<file path="config.mk">
export PLATFORM = sky130hd
export DESIGN_NAME = waypoint_tracker_core
export DESIGN_NICKNAME = d
export VERILOG_FILES = /design/src/rtl/core/wt_pkg.sv /design/src/rtl/core/wt_ctrl.sv /design/src/rtl/core/wt_dpath.sv /design/src/rtl/core/waypoint_tracker_core.sv
export SDC_FILE = /design/constraint.sdc
export NUM_CORES = 2
export LEC_CHECK = 0
export ABC_AREA = 1
export BUFFER_PORTS_ARGS = -buffer_cell sky130_fd_sc_hd__buf_2
export CORE_MARGIN = 1
export CORE_UTILIZATION = 55
export DETAILED_ROUTE_END_ITERATION = 6
export PLACE_DENSITY = 0.83
export SLEW_MARGIN = 5
export SYNTH_ARGS = -nofsm -noshare
export SYNTH_HDL_FRONTEND = slang
export SYNTH_HIERARCHICAL = 1
export SYNTH_SLANG_ARGS = --single-unit
</file>
<file path="constraint.sdc">
create_clock -name clk -period 21.5 [get_ports clk]
set_input_delay 2.15 -clock clk [delete_from_list [all_inputs] [get_ports clk]]
set_output_delay 2.15 -clock clk [all_outputs]
set_load 0.1 [all_outputs]
</file>
<file path="src/rtl/core/wt_pkg.sv">
// Types, constants and the arctangent table of the waypoint tracker.
`default_nettype none
package wt_pkg;

	localparam int MAX_POINTS   = 16;
	localparam int COORD_BITS   = 16;
	localparam int CORDIC_STEPS = 16;

	localparam int PT_BITS    = $clog2(MAX_POINTS);
	localparam int CNT_BITS   = PT_BITS + 1;
	localparam int DIFF_BITS  = COORD_BITS + 1;
	localparam int SQ_BITS    = 2 * COORD_BITS + 1;
	localparam int ROOT_BITS  = SQ_BITS + 1;
	localparam int SQRT_STEPS = (SQ_BITS + 1) / 2;
	localparam int DIV_STEPS  = 31;
	localparam int STEP_BITS  = 5;
	localparam int CX_BITS    = 28;
	localparam int Z_BITS     = 35;
	localparam int CORDIC_SCALE = 8;

	localparam logic signed [15:0] HALF_PI_Q13 = 16'sd12868;
	localparam logic signed [Z_BITS-1:0] PI_Q13 = 35'sd25736;
	localparam logic signed [Z_BITS-1:0] PI_Q30 = 35'sd3373259426;
	localparam logic signed [Z_BITS-1:0] ROUND_Q17 = 35'sd65536;
	localparam logic [20:0] LEN_MAX   = 21'h1FFFFF;
	localparam logic [23:0] SPEED_MAX = 24'hFFFFFF;

	typedef enum logic [1:0] {
		OP_WRITE = 2'd0,
		OP_START = 2'd1,
		OP_POSE  = 2'd2,
		OP_NONE  = 2'd3
	} op_t;

	localparam logic [1:0] CFG_RADIUS = 2'd0;
	localparam logic [1:0] CFG_COUNT  = 2'd1;
	localparam logic [1:0] CFG_TIME   = 2'd2;

	typedef struct packed {
		op_t                op;
		logic [3:0]         point_index;
		logic signed [15:0] coord_x;
		logic signed [15:0] coord_y;
		logic               advance;
	} item_t;

	typedef struct packed {
		logic [16:0]        distance_to_goal;
		logic               at_point;
		logic signed [15:0] heading;
		logic               at_terminal;
		logic [3:0]         goal_number;
		logic               advanced;
		logic [20:0]        path_length_mm;
		logic [23:0]        cruise_speed;
	} result_t;

	typedef struct packed {
		logic                 wr_point;
		logic                 latch_pose;
		logic                 rd_en;
		logic [PT_BITS-1:0]   rd_addr;
		logic                 latch_prev;
		logic                 diff_seg;
		logic                 diff_pose;
		logic                 square;
		logic                 step_sqrt;
		logic                 step_cordic;
		logic                 step_div;
		logic [STEP_BITS-1:0] step;
		logic                 acc_clear;
		logic                 acc_seg;
		logic                 emit;
		logic [3:0]           goal;
		logic                 terminal;
		logic                 advanced;
	} cmd_t;

	typedef struct packed {
		logic [CNT_BITS-1:0] count;
	} stat_t;

	// atan(2^-i) in Q30.
	function automatic logic [29:0] atan_q30(input logic [STEP_BITS-1:0] i);
		logic [29:0] v;
		case (i)
			5'd0:  v = 30'd843314857;
			5'd1:  v = 30'd497837829;
			5'd2:  v = 30'd263043837;
			5'd3:  v = 30'd133525159;
			5'd4:  v = 30'd67021687;
			5'd5:  v = 30'd33543516;
			5'd6:  v = 30'd16775851;
			5'd7:  v = 30'd8388437;
			5'd8:  v = 30'd4194283;
			5'd9:  v = 30'd2097149;
			5'd10: v = 30'd1048576;
			5'd11: v = 30'd524288;
			5'd12: v = 30'd262144;
			5'd13: v = 30'd131072;
			5'd14: v = 30'd65536;
			5'd15: v = 30'd32768;
			5'd16: v = 30'd16384;
			5'd17: v = 30'd8192;
			5'd18: v = 30'd4096;
			5'd19: v = 30'd2048;
			5'd20: v = 30'd1024;
			5'd21: v = 30'd512;
			5'd22: v = 30'd256;
			5'd23: v = 30'd128;
			default: v = 30'd0;
		endcase
		return v;
	endfunction

endpackage
`default_nettype wire

</file>
<file path="src/rtl/core/wt_ctrl.sv">
// Controller state machine of the waypoint tracker: sequencing and goal pointer.
`default_nettype none
module wt_ctrl (
	input  wire logic         clk,
	input  wire logic         arst_n,
	input  wire logic         start,
	input  wt_pkg::item_t     item,
	input  wt_pkg::stat_t     stat,
	output logic              busy,
	output wt_pkg::cmd_t      cmd
);
	import wt_pkg::*;

	typedef enum logic [11:0] {
		S_IDLE     = 12'b0000_0000_0001,
		S_SEG_RD0  = 12'b0000_0000_0010,
		S_SEG_RD1  = 12'b0000_0000_0100,
		S_SEG_DIF  = 12'b0000_0000_1000,
		S_SEG_SQ   = 12'b0000_0001_0000,
		S_SEG_RUN  = 12'b0000_0010_0000,
		S_SEG_ACC  = 12'b0000_0100_0000,
		S_POSE_RD  = 12'b0000_1000_0000,
		S_POSE_DIF = 12'b0001_0000_0000,
		S_POSE_SQ  = 12'b0010_0000_0000,
		S_POSE_RUN = 12'b0100_0000_0000,
		S_POSE_OUT = 12'b1000_0000_0000
	} state_t;

	state_t               state_q;
	state_t               state_d;
	logic [3:0]           goal_q;
	logic [3:0]           seg_q;
	logic [STEP_BITS-1:0] step_q;
	logic                 adv_q;
	logic                 accept;
	logic                 can_adv;
	logic                 seg_more;

	assign accept   = start && (state_q == S_IDLE);
	assign busy     = (state_q != S_IDLE);
	assign can_adv  = item.advance && (({1'b0, goal_q} + CNT_BITS'(1)) < stat.count);
	assign seg_more = ({1'b0, seg_q} + CNT_BITS'(1)) < stat.count;

	always_comb begin
		state_d = state_q;
		cmd = '0;
		cmd.step = step_q;
		cmd.goal = goal_q;
		cmd.terminal = ({1'b0, goal_q} + CNT_BITS'(1)) >= stat.count;
		cmd.advanced = adv_q;
		case (state_q)
			S_IDLE: begin
				if (start) begin
					case (item.op)
						OP_WRITE: cmd.wr_point = 1'b1;
						OP_START: begin
							cmd.acc_clear = 1'b1;
							state_d = S_SEG_RD0;
						end
						OP_POSE: begin
							cmd.latch_pose = 1'b1;
							state_d = S_POSE_RD;
						end
						default: ;
					endcase
				end
			end
			S_SEG_RD0: begin
				cmd.rd_en = 1'b1;
				cmd.rd_addr = seg_q - PT_BITS'(1);
				state_d = S_SEG_RD1;
			end
			S_SEG_RD1: begin
				cmd.latch_prev = 1'b1;
				cmd.rd_en = 1'b1;
				cmd.rd_addr = seg_q;
				state_d = S_SEG_DIF;
			end
			S_SEG_DIF: begin
				cmd.diff_seg = 1'b1;
				state_d = S_SEG_SQ;
			end
			S_SEG_SQ: begin
				cmd.square = 1'b1;
				state_d = S_SEG_RUN;
			end
			S_SEG_RUN: begin
				cmd.step_sqrt = 1'b1;
				if (step_q == STEP_BITS'(SQRT_STEPS - 1)) begin
					state_d = S_SEG_ACC;
				end
			end
			S_SEG_ACC: begin
				cmd.acc_seg = 1'b1;
				state_d = seg_more ? S_SEG_RD0 : S_IDLE;
			end
			S_POSE_RD: begin
				cmd.rd_en = 1'b1;
				cmd.rd_addr = goal_q;
				state_d = S_POSE_DIF;
			end
			S_POSE_DIF: begin
				cmd.diff_pose = 1'b1;
				state_d = S_POSE_SQ;
			end
			S_POSE_SQ: begin
				cmd.square = 1'b1;
				state_d = S_POSE_RUN;
			end
			S_POSE_RUN: begin
				cmd.step_div = 1'b1;
				cmd.step_sqrt = (step_q < STEP_BITS'(SQRT_STEPS));
				cmd.step_cordic = (step_q < STEP_BITS'(CORDIC_STEPS));
				if (step_q == STEP_BITS'(DIV_STEPS - 1)) begin
					state_d = S_POSE_OUT;
				end
			end
			S_POSE_OUT: begin
				cmd.emit = 1'b1;
				state_d = S_IDLE;
			end
			default: state_d = S_IDLE;
		endcase
	end

	always_ff @(posedge clk or negedge arst_n) begin
		if (!arst_n) begin
			state_q <= S_IDLE;
			goal_q <= 4'd1;
			seg_q <= 4'd1;
			step_q <= '0;
			adv_q <= 1'b0;
		end else begin
			state_q <= state_d;
			if (accept && (item.op == OP_START)) begin
				goal_q <= 4'd1;
				seg_q <= 4'd1;
			end
			if (accept && (item.op == OP_POSE)) begin
				adv_q <= can_adv;
				if (can_adv) begin
					goal_q <= goal_q + 4'd1;
				end
			end
			if ((state_q == S_SEG_ACC) && seg_more) begin
				seg_q <= seg_q + 4'd1;
			end
			if ((state_q == S_SEG_RUN) || (state_q == S_POSE_RUN)) begin
				step_q <= step_q + STEP_BITS'(1);
			end else begin
				step_q <= '0;
			end
		end
	end

endmodule
`default_nettype wire

</file>
<file path="src/rtl/core/wt_dpath.sv">
// Datapath of the waypoint tracker: waypoint memory, square root, CORDIC and divider.
`default_nettype none
module wt_dpath (
	input  wire logic         clk,
	input  wire logic         arst_n,
	input  wt_pkg::cmd_t      cmd,
	input  wt_pkg::item_t     item,
	input  wire logic         cfg_valid,
	input  wire logic [1:0]   cfg_index,
	input  wire logic [19:0]  cfg_data,
	output wt_pkg::stat_t     stat,
	output wt_pkg::result_t   result,
	output logic              done
);
	import wt_pkg::*;

	logic [16:0] radius_q;
	logic [4:0]  count_q;
	logic [19:0] time_q;

	logic [2*COORD_BITS-1:0] mem [MAX_POINTS];
	logic [2*COORD_BITS-1:0] rdata_q;

	logic signed [COORD_BITS-1:0] pose_x_q, pose_y_q, prev_x_q, prev_y_q;
	logic signed [COORD_BITS-1:0] rd_x, rd_y;
	logic signed [DIFF_BITS-1:0]  dx_q, dy_q, nx, ny;
	logic [COORD_BITS-1:0]        ax, ay;
	logic [2*COORD_BITS-1:0]      ax2, ay2;
	logic [SQ_BITS-1:0]           s_next, s_q, rem_q;
	logic [ROOT_BITS-1:0]         rr_q, root_q, bit_q, trial;
	logic [ROOT_BITS:0]           rounded;

	logic signed [CX_BITS-1:0] cx_q, cy_q, sx, sy;
	logic signed [Z_BITS-1:0]  cz_q, at, hz, hs;
	logic                      zdx_q, dyneg_q;
	logic signed [15:0]        heading;

	logic [30:0] prod, dnum_q, dquo_q;
	logic [19:0] tdiv, drem_q;
	logic [20:0] dshift;

	logic [20:0] length_q;
	logic [21:0] len_sum;

	always_ff @(posedge clk or negedge arst_n) begin
		if (!arst_n) begin
			radius_q <= 17'd20;
			count_q <= 5'd2;
			time_q <= 20'd1000;
		end else if (cfg_valid) begin
			case (cfg_index)
				CFG_RADIUS: radius_q <= cfg_data[16:0];
				CFG_COUNT:  count_q <= cfg_data[4:0];
				CFG_TIME:   time_q <= cfg_data;
				default: ;
			endcase
		end
	end

	always_comb begin
		if (count_q < 5'd2) begin
			stat.count = CNT_BITS'(2);
		end else if (count_q > 5'(MAX_POINTS)) begin
			stat.count = CNT_BITS'(MAX_POINTS);
		end else begin
			stat.count = CNT_BITS'(count_q);
		end
	end

	always_ff @(posedge clk) begin
		if (cmd.wr_point) begin
			mem[item.point_index] <= {item.coord_x, item.coord_y};
		end
		if (cmd.rd_en) begin
			rdata_q <= mem[cmd.rd_addr];
		end
	end

	assign rd_x = rdata_q[2*COORD_BITS-1:COORD_BITS];
	assign rd_y = rdata_q[COORD_BITS-1:0];

	assign nx  = -dx_q;
	assign ny  = -dy_q;
	assign ax  = dx_q[DIFF_BITS-1] ? nx[COORD_BITS-1:0] : dx_q[COORD_BITS-1:0];
	assign ay  = dy_q[DIFF_BITS-1] ? ny[COORD_BITS-1:0] : dy_q[COORD_BITS-1:0];
	assign ax2 = ax * ax;
	assign ay2 = ay * ay;
	assign s_next = {1'b0, ax2} + {1'b0, ay2};
	assign prod = length_q * 10'd1000;

	assign trial   = root_q + bit_q;
	assign rounded = ({1'b0, rem_q} > root_q) ? ({1'b0, root_q} + 1'b1) : {1'b0, root_q};

	assign sx = cx_q >>> cmd.step;
	assign sy = cy_q >>> cmd.step;
	assign at = $signed({{(Z_BITS - 30){1'b0}}, atan_q30(cmd.step)});

	assign tdiv   = (time_q == 20'd0) ? 20'd1 : time_q;
	assign dshift = {drem_q, dnum_q[30]};

	assign len_sum = {1'b0, length_q} + 22'(rounded);

	always_ff @(posedge clk) begin
		if (cmd.latch_pose) begin
			pose_x_q <= item.coord_x;
			pose_y_q <= item.coord_y;
		end
		if (cmd.latch_prev) begin
			prev_x_q <= rd_x;
			prev_y_q <= rd_y;
		end
		if (cmd.diff_seg) begin
			dx_q <= DIFF_BITS'(rd_x) - DIFF_BITS'(prev_x_q);
			dy_q <= DIFF_BITS'(rd_y) - DIFF_BITS'(prev_y_q);
		end
		if (cmd.diff_pose) begin
			dx_q <= DIFF_BITS'(rd_x) - DIFF_BITS'(pose_x_q);
			dy_q <= DIFF_BITS'(rd_y) - DIFF_BITS'(pose_y_q);
		end
		if (cmd.square) begin
			s_q <= s_next;
			rem_q <= s_next;
			root_q <= '0;
			bit_q <= ROOT_BITS'(1) << (2 * (SQRT_STEPS - 1));
			rr_q <= radius_q * radius_q;
			dnum_q <= prod;
			drem_q <= '0;
			dquo_q <= '0;
			zdx_q <= (dx_q == '0);
			dyneg_q <= dy_q[DIFF_BITS-1];
			// Poses behind the goal are folded into the right half plane first.
			if (dx_q[DIFF_BITS-1]) begin
				cx_q <= CX_BITS'(nx) <<< CORDIC_SCALE;
				cy_q <= CX_BITS'(ny) <<< CORDIC_SCALE;
				cz_q <= dy_q[DIFF_BITS-1] ? -PI_Q30 : PI_Q30;
			end else begin
				cx_q <= CX_BITS'(dx_q) <<< CORDIC_SCALE;
				cy_q <= CX_BITS'(dy_q) <<< CORDIC_SCALE;
				cz_q <= '0;
			end
		end
		if (cmd.step_sqrt) begin
			if ({1'b0, rem_q} >= trial) begin
				rem_q <= SQ_BITS'({1'b0, rem_q} - trial);
				root_q <= (root_q >> 1) + bit_q;
			end else begin
				root_q <= root_q >> 1;
			end
			bit_q <= bit_q >> 2;
		end
		if (cmd.step_cordic) begin
			if (!cy_q[CX_BITS-1]) begin
				cx_q <= cx_q + sy;
				cy_q <= cy_q - sx;
				cz_q <= cz_q + at;
			end else begin
				cx_q <= cx_q - sy;
				cy_q <= cy_q + sx;
				cz_q <= cz_q - at;
			end
		end
		if (cmd.step_div) begin
			if (dshift >= {1'b0, tdiv}) begin
				drem_q <= 20'(dshift - {1'b0, tdiv});
				dquo_q <= {dquo_q[29:0], 1'b1};
			end else begin
				drem_q <= dshift[19:0];
				dquo_q <= {dquo_q[29:0], 1'b0};
			end
			dnum_q <= {dnum_q[29:0], 1'b0};
		end
	end

	assign hz = cz_q + ROUND_Q17;
	assign hs = hz >>> 17;

	always_comb begin
		if (zdx_q) begin
			heading = dyneg_q ? -HALF_PI_Q13 : HALF_PI_Q13;
		end else if (hs > PI_Q13) begin
			heading = 16'(PI_Q13);
		end else if (hs < -PI_Q13) begin
			heading = 16'(-PI_Q13);
		end else begin
			heading = 16'(hs);
		end
	end

	always_ff @(posedge clk or negedge arst_n) begin
		if (!arst_n) begin
			length_q <= '0;
		end else if (cmd.acc_clear) begin
			length_q <= '0;
		end else if (cmd.acc_seg) begin
			length_q <= (len_sum > {1'b0, LEN_MAX}) ? LEN_MAX : len_sum[20:0];
		end
	end

	always_ff @(posedge clk) begin
		if (cmd.emit) begin
			result.distance_to_goal <= rounded[16:0];
			result.at_point <= ({1'b0, s_q} <= rr_q);
			result.heading <= heading;
			result.at_terminal <= cmd.terminal;
			result.goal_number <= cmd.goal;
			result.advanced <= cmd.advanced;
			result.path_length_mm <= length_q;
			result.cruise_speed <= (dquo_q > 31'(SPEED_MAX)) ? SPEED_MAX : dquo_q[23:0];
		end
	end

	always_ff @(posedge clk or negedge arst_n) begin
		if (!arst_n) begin
			done <= 1'b0;
		end else begin
			done <= cmd.emit;
		end
	end

endmodule
`default_nettype wire

</file>
<file path="src/rtl/core/waypoint_tracker_core.sv">
// Top level of the waypoint tracker: controller and datapath.
//
//  channel   signals                                  transaction
//  command   start, busy, item                        start high while busy low
//  result    done, result                             done high, one cycle
//  config    cfg_valid, cfg_ready, cfg_index, cfg_data cfg_valid and cfg_ready high
//
// A waypoint write leaves busy low. For each segment, a path start runs the
// 17-step shared square-root unit. A pose update raises busy while the 31-step
// divider runs beside the square root and the CORDIC; done is registered from
// the last busy state and rises as busy falls. Reset idles the controller,
// loads config defaults, sets the goal pointer to one, clears the length.
// The receiver cannot stall: each result is shown for exactly one cycle.
`default_nettype none
module waypoint_tracker_core (
	input  wire logic         clk,
	input  wire logic         arst_n,
	input  wire logic         start,
	output logic              busy,
	input  wt_pkg::item_t     item,
	output logic              done,
	output wt_pkg::result_t   result,
	input  wire logic         cfg_valid,
	output logic              cfg_ready,
	input  wire logic [1:0]   cfg_index,
	input  wire logic [19:0]  cfg_data
);
	import wt_pkg::*;

	cmd_t  cmd;
	stat_t stat;

	assign cfg_ready = 1'b1;

	wt_ctrl u_ctrl (
		.clk    (clk),
		.arst_n (arst_n),
		.start  (start),
		.item   (item),
		.stat   (stat),
		.busy   (busy),
		.cmd    (cmd)
	);

	wt_dpath u_dpath (
		.clk       (clk),
		.arst_n    (arst_n),
		.cmd       (cmd),
		.item      (item),
		.cfg_valid (cfg_valid),
		.cfg_index (cfg_index),
		.cfg_data  (cfg_data),
		.stat      (stat),
		.result    (result),
		.done      (done)
	);

endmodule
`default_nettype wire

</file>
# Word level (Yosys, flattened, before mapping)
# Memory sizes are Yosys's and may differ from the RTL's. A register that Yosys moved wholly into a read port is not among the register bits.
# Cells that the tools add are included.
totals:
  ff_bits: 596
  mem_bits_rw: 512
  romBits: 960
  in_bits: 65
  elab_cells: 208
  mem_count: 2
op_classes:
  addsub: 26
  mul: 4
  magnitude_cmp: 15
  n_eq_ne: 23
  n_shift: 2
  muxes: 76
  n_reduce_logical: 21
mem_list:
  columns: ["name", "words", "width", "rd", "rd_clocked_by_memory_dff", "write_ports", "line", "source"]
  rows:
  - ["(name not given)", 32, 30, 1, 0, 0, "wt_pkg.sv:86", "case (i)"]
  - ["u_dpath.mem", 16, 32, 1, 1, 1, "wt_dpath.sv:21", "logic [2*COORD_BITS-1:0] mem [MAX_POINTS];"]
op_table:
  columns: ["op", "n"]
  rows:
  - ["28-bit two-way mux", 8]
  - ["31-bit two-way mux", 6]
  - ["35-bit two-way mux", 5]
  - ["12-bit case mux with 11 select lines", 1]
  - ["34-bit two-way mux", 3]
  - ["33-bit two-way mux", 3]
  - ["16-bit two-way mux", 6]
  - ["20-bit two-way mux", 4]
  - ["17-bit two-way mux", 4]
  - ["16-bit by 16-bit subtractor with 17-bit output", 4]
  - ["16-bit by 16-bit multiplier with 32-bit output", 2]
  - ["21-bit two-way mux", 3]
  - ["28-bit adder", 2]
  - ["28-bit by 5-bit >>> shifter with 28-bit output", 2]
  - ["28-bit subtractor", 2]
  - ["12-bit two-way mux", 3]
  - ["35-bit by 18-bit adder with 35-bit output, second input constant", 1]
  - ["35-bit by 31-bit adder with 35-bit output", 1]
  - ["35-bit by 31-bit subtractor with 35-bit output", 1]
  - ["33-bit by 33-bit adder with 34-bit output", 1]
  - ["34-bit by 33-bit adder with 34-bit output", 1]
  - ["33-bit by 34-bit >= comparator with 1-bit output", 1]
  - ["33-bit by 34-bit > comparator with 1-bit output", 1]
  - ["33-bit by 34-bit less-or-equal comparator with 1-bit output", 1]
  - ["other kinds (58)", 101]

# Logic depth before layout (Yosys ltp)
depth:
  word_depth: 7
  ltp_mapped: 45

# Modules after synthesis
# The synthesis kept the hierarchy.
modules_own_cells:
  columns: ["module", "instances", "cells_per_inst", "area_per_inst_um2"]
  rows:
  - ["wt_dpath", 1, 9966, 90261.6]
  - ["wt_ctrl", 1, 271, 1935.6]
  - ["waypoint_tracker_core", 1, 2, 11.3]

# Worst setup path after synthesis
# OpenSTA, ideal clock, no wires.
synth_timing:
  path_type: "reg-to-reg"
  from: "register u_dpath.dx_q[0]"
  to: "register u_dpath.s_q[24], data pin"
  arrival_ns: 8.051
  t_required_ns: 21.245
  path_slack_ns: 13.194
  path_stages_with_launch: 31
  synth_period_minus_slack_ns: 8.306
  path_cell_list: "edfxtp_1 -> clkbuf_1 -> inv_1 -> clkbuf_1 -> ha_1 -> inv_1 -> o21ai_0 -> xor2_1 -> clkinv_1 -> nor2_1 -> inv_1 -> fa_1 -> fa_1 -> fa_1 -> fa_1 -> inv_1 -> fa_1 -> fa_1 -> fa_1 -> fa_1 -> ha_1 -> nand2_1 -> inv_1 -> nand2_1 -> and2_1 -> a21boi_0 -> nand2_1 -> a21oi_1 -> o21bai_1 -> or2_2 -> and2_1"
synth_via:
  elab_chain_cells: 4
synth_lines:
  columns: ["element", "line", "source"]
  rows:
  - ["from (decl)", "wt_dpath.sv:26", "logic signed [DIFF_BITS-1:0] dx_q, dy_q, nx, ny;"]
  - ["from (signal assigned)", "wt_dpath.sv:113", "dx_q <= DIFF_BITS'(rd_x) - DIFF_BITS'(prev_x_q);"]
  - ["from (signal assigned)", "wt_dpath.sv:117", "dx_q <= DIFF_BITS'(rd_x) - DIFF_BITS'(pose_x_q);"]
  - ["17-bit negator", "wt_dpath.sv:82", "assign nx = -dx_q;"]
  - ["16-bit two-way mux *", "wt_dpath.sv:84", "assign ax = dx_q[DIFF_BITS-1] ? nx[COORD_BITS-1:0] : dx_q[COORD_BITS-1:0];"]
  - ["16-bit by 16-bit multiplier with 32-bit output *", "wt_dpath.sv:86", "assign ax2 = ax * ax;"]
  - ["32-bit by 32-bit adder with 33-bit output *", "wt_dpath.sv:88", "assign s_next = {1'b0, ax2} + {1'b0, ay2};"]
  - ["via u_dpath.s_next[24]", "wt_dpath.sv:29", "logic [SQ_BITS-1:0] s_next, s_q, rem_q;"]
  - ["to (signal assigned)", "wt_dpath.sv:121", "s_q <= s_next;"]
  - ["to (decl)", "wt_dpath.sv:29", null]
# Mark *: on every way through the listed nets, which the timed path passes. The rest lies on a longest branch.
# A chain may end at the register's enable or synchronous reset.

# Worst setup path after layout
# Same ends and word-level chain as after synthesis.

==> results.yml <==
status:
  status: "completed"
synthesis:
  synthTopCellsByArea: "edfxtp_1, fa_1, ha_1, nand2_1, inv_1"
  synth_edf_count: 1015
  syn_area_um2: 92200
  synth_cells: 10200
  synth_area_leader_cell: "edfxtp_1"
  seq_area_frac_synth_pct: 36.3
  syn_area_per_cell_um2: 9.01
  synth_ff_type: "edfxtp_1"
  synth-seq-cells: 1139
  yosysUniqueCellTypes: 78
  synth_top_area_share_pct: 33.1
  yosysWarningCount: 6
  synth.net_count: 11600
  synth-async-reset-ratio_pct: 7.90
drt:
  viasPerCell: 5.81
  wl_met1_um: 101000
  ant_nets: 0
  vias: 73000
  topRoutingLayerUsed: "met5"
  wirelength_um: 252000
  wl_met3_um: 23100
  drtIter0Drc: 7838
  wl_per_cell_um: 20.1
  route.detailed.drc: 0
  dr_wl_met2_um: 117000
  drtPass1Iterations: 6
global_routing:
  first_global_vias: 71700
  overflow: 0
  grt_max_degree: 185
  grtUsageTotal_pct: 29.6
  grt_pass1_wl_um: 393000
  antenna_found_initial: 11
floorplan:
  die_h_um: 411
  io_pins: 153
  row_count: 149
  start_util_pct: 55.6
  core_area_um2: 166000
  fp.dieArea_um2: 169000
  die_x_um: 411
timing:
  drv_slew: 0
  tightestPinTransition_ns: 1.24
  post-route-period-util_pct: 45.0
  finClkSkew_ns: 0.107
  fin_ws_ns: 11.82
  max_freq_mhz: 103
  setup_tns_ns: 0
  rsz0062_at_grt: "false"
  maxSlewHeadroom_pct: 17.1
  finalSetupViolCount: 0
  fin_crit_ns: 9.68
  hold_viol_final: 0
critical_path:
  regToRegStartpoint: "u_dpath/dx_q[0]"
  cp-startpoint: "u_dpath/dx_q[0]"
  r2r_cells: 28
  slowest_stage: "xor2_1"
  crit_path_frequent_cell: "fa_1"
  crit_arrival_ns: 10.17
  cp_max_fo: 13
  worst-setup-path-type: "register to register"
  worstPathRequired_ns: 21.99
  max_stage_delay_ns: 0.71
  end_kind: "register"
  startpoint_type: "register"
  ff2ff_setup_slack_ns: 11.82
  r2r_end: "u_dpath/s_q[24]"
worst_hold_path:
  whs_path_depth: 0
  min_to: "u_dpath/prev_y_q[5]"
  hold_path_startpoint: "u_dpath/rdata_q[5]"
  hp-class: "register to register"
power:
  ir_worst_vdd_mv: 0.395
  p_per_area_nw_per_um2: 159
  leakage_nw: 45.2
run:
  cap_violations: 0
clocking:
  cts_tree: "built"
  clk_latency_ns: 0.83
  clock_sinks: 1139
  cts_hold_buf: 0
  clock_path_buffers: 3
  cts-resized-gates: 0
  cts_root_buffer: "clkbuf_16"
  cts_buffers: 116
  clkTransAtPathRegs_ns: 0.06
  htree_levels: 3
  postCtsSetupRepairBufs: 0
final_layout:
  multi_input_area_um2: 50600
  regArea_um2: 33400
  post-route-util_pct: 59.7
  design_area_um2: 98900
  drive_gt1_share_pct: 6.02
  area_growth_syn_to_layout_pct: 7.23
  nFillCells: 13600
  layout.nets: 11700
placement:
  hpwl_um: 186000
  io_buffers: 151
  post_dp_cell_area_um2: 95000
  pre_cts_ws_ns: 11.97
  routabilityCongestion: 1.01
==> how the worst max path moves through the flow <==
stage	endpoint	slack [ns]	cells past startpoint
floorplan	u_dpath/s_q[24]	13.19	30
global placement	u_dpath/rem_q[28]	12.22	37
detailed placement	u_dpath/rem_q[24]	11.97	31
CTS	u_dpath/s_q[24]	11.95	28
global route	u_dpath/rem_q[24]	11.26	31
finish	u_dpath/s_q[24]	11.82	28
==> final cells by class <==
type / count / area share [%]
clock inverter: 67 / 0.783
sequential: 1139 / 33.8
clock buffer: 149 / 3.10
multi-input combinational: 6945 / 51.2
timing repair buffer: 226 / 1.35
inverter: 1839 / 6.99
antenna: 2 / 0.00506
tap: 2189 / 2.77
==> flip-flops by register name, indices dropped and copies added (netlist names), 20 cells and up <==
name / count
u_dpath/rr_q: 33
u_dpath/rdata_q: 32
u_dpath/drem_q: 20
u_dpath/time_q: 20
u_dpath/dnum_q: 28
u_dpath/cy_q: 28
u_dpath/mem: 512
u_dpath/cz_q: 35
u_dpath/rem_q: 33
u_dpath/result: 85
u_dpath/cx_q: 28
u_dpath/root_q: 34
u_dpath/dquo_q: 31
u_dpath/length_q: 21
u_dpath/s_q: 33
==> cells in the final DEF (no fill, tap or decap), drive strengths merged, types with 237 or more instances in the layout <==
master and n:
xor2 237, nand2 1947, o21ai 645, a21oi 597
nand3 550, ha 685, edfxtp 1015, inv 1829
fa 656, nor2 636
==> cells in the mapped netlist (48+ instances only) <==
library cell and number:
mux2i_1 160, edfxtp_1 1015, nand2_1 1917, xor2_1 237
clkbuf_1 192, nand3_1 534, o21ai_1 48, xnor2_1 126
nor3_1 98, nand4_1 88, inv_1 1789, a21oi_1 597
o21ai_0 590, o211ai_1 152, dfrtp_1 78, a31oi_1 48
nor2_1 610, buf_2 57, ha_1 685, fa_1 656
==> routing by layer <==
layer / global-route usage [%] / vias to the layer above
li1: - / 33700
met1: 39.4 / 35300
met2: 48.0 / 3379
met3: 5.44 / 602
met4: 11.4 / 14
met5: 0 / -
==> report_power, final <==
| part | leakage [nW] | total, mW | internal, mW | switching, mW |
|---|---|---|---|---|
| Clock | 1.84 | 2.05 | 1.12 | 0.933 |
| Combinational | 32.5 | 10.6 | 3.91 | 6.69 |
| Sequential | 10.8 | 3.10 | 2.93 | 0.176 |
| Total | 45.2 | 15.8 | 7.95 | 7.80 |
==> cells by family after synthesis <==
logic type | share of synthesized area, %
and+or+nand+nor | 15.9
buffers and inverters | 9.09
AOI/OAI and AO/OA | 10.0
adders and majority gates | 23.5
DFF | 36.3
xor gates and xnor gates | 3.45
muxes | 1.75
other | 0.00407
==> stage by stage <==
stage	total power [mW]	hold slack (ns)	cells
after global placement	13.2	0.448	12300
after global routing	17.3	0.406	12600
final	15.8	0.402	12600
after CTS	15.6	0.403	12600
after detailed placement	13.5	0.441	12300
after floorplan	10.9	0.423	10200
==> critical path: cells and delay by family, from the launching register on <==
kind / cells / cell delay (ns)
compound gates: 4 / 0.77
xor+xnor: 1 / 0.71
flops: 1 / 0.54
fa+ha+maj: 10 / 4.64
simple gates: 7 / 1.40
buf+inv: 6 / 1.34
Power figures use the tool's default switching activity.
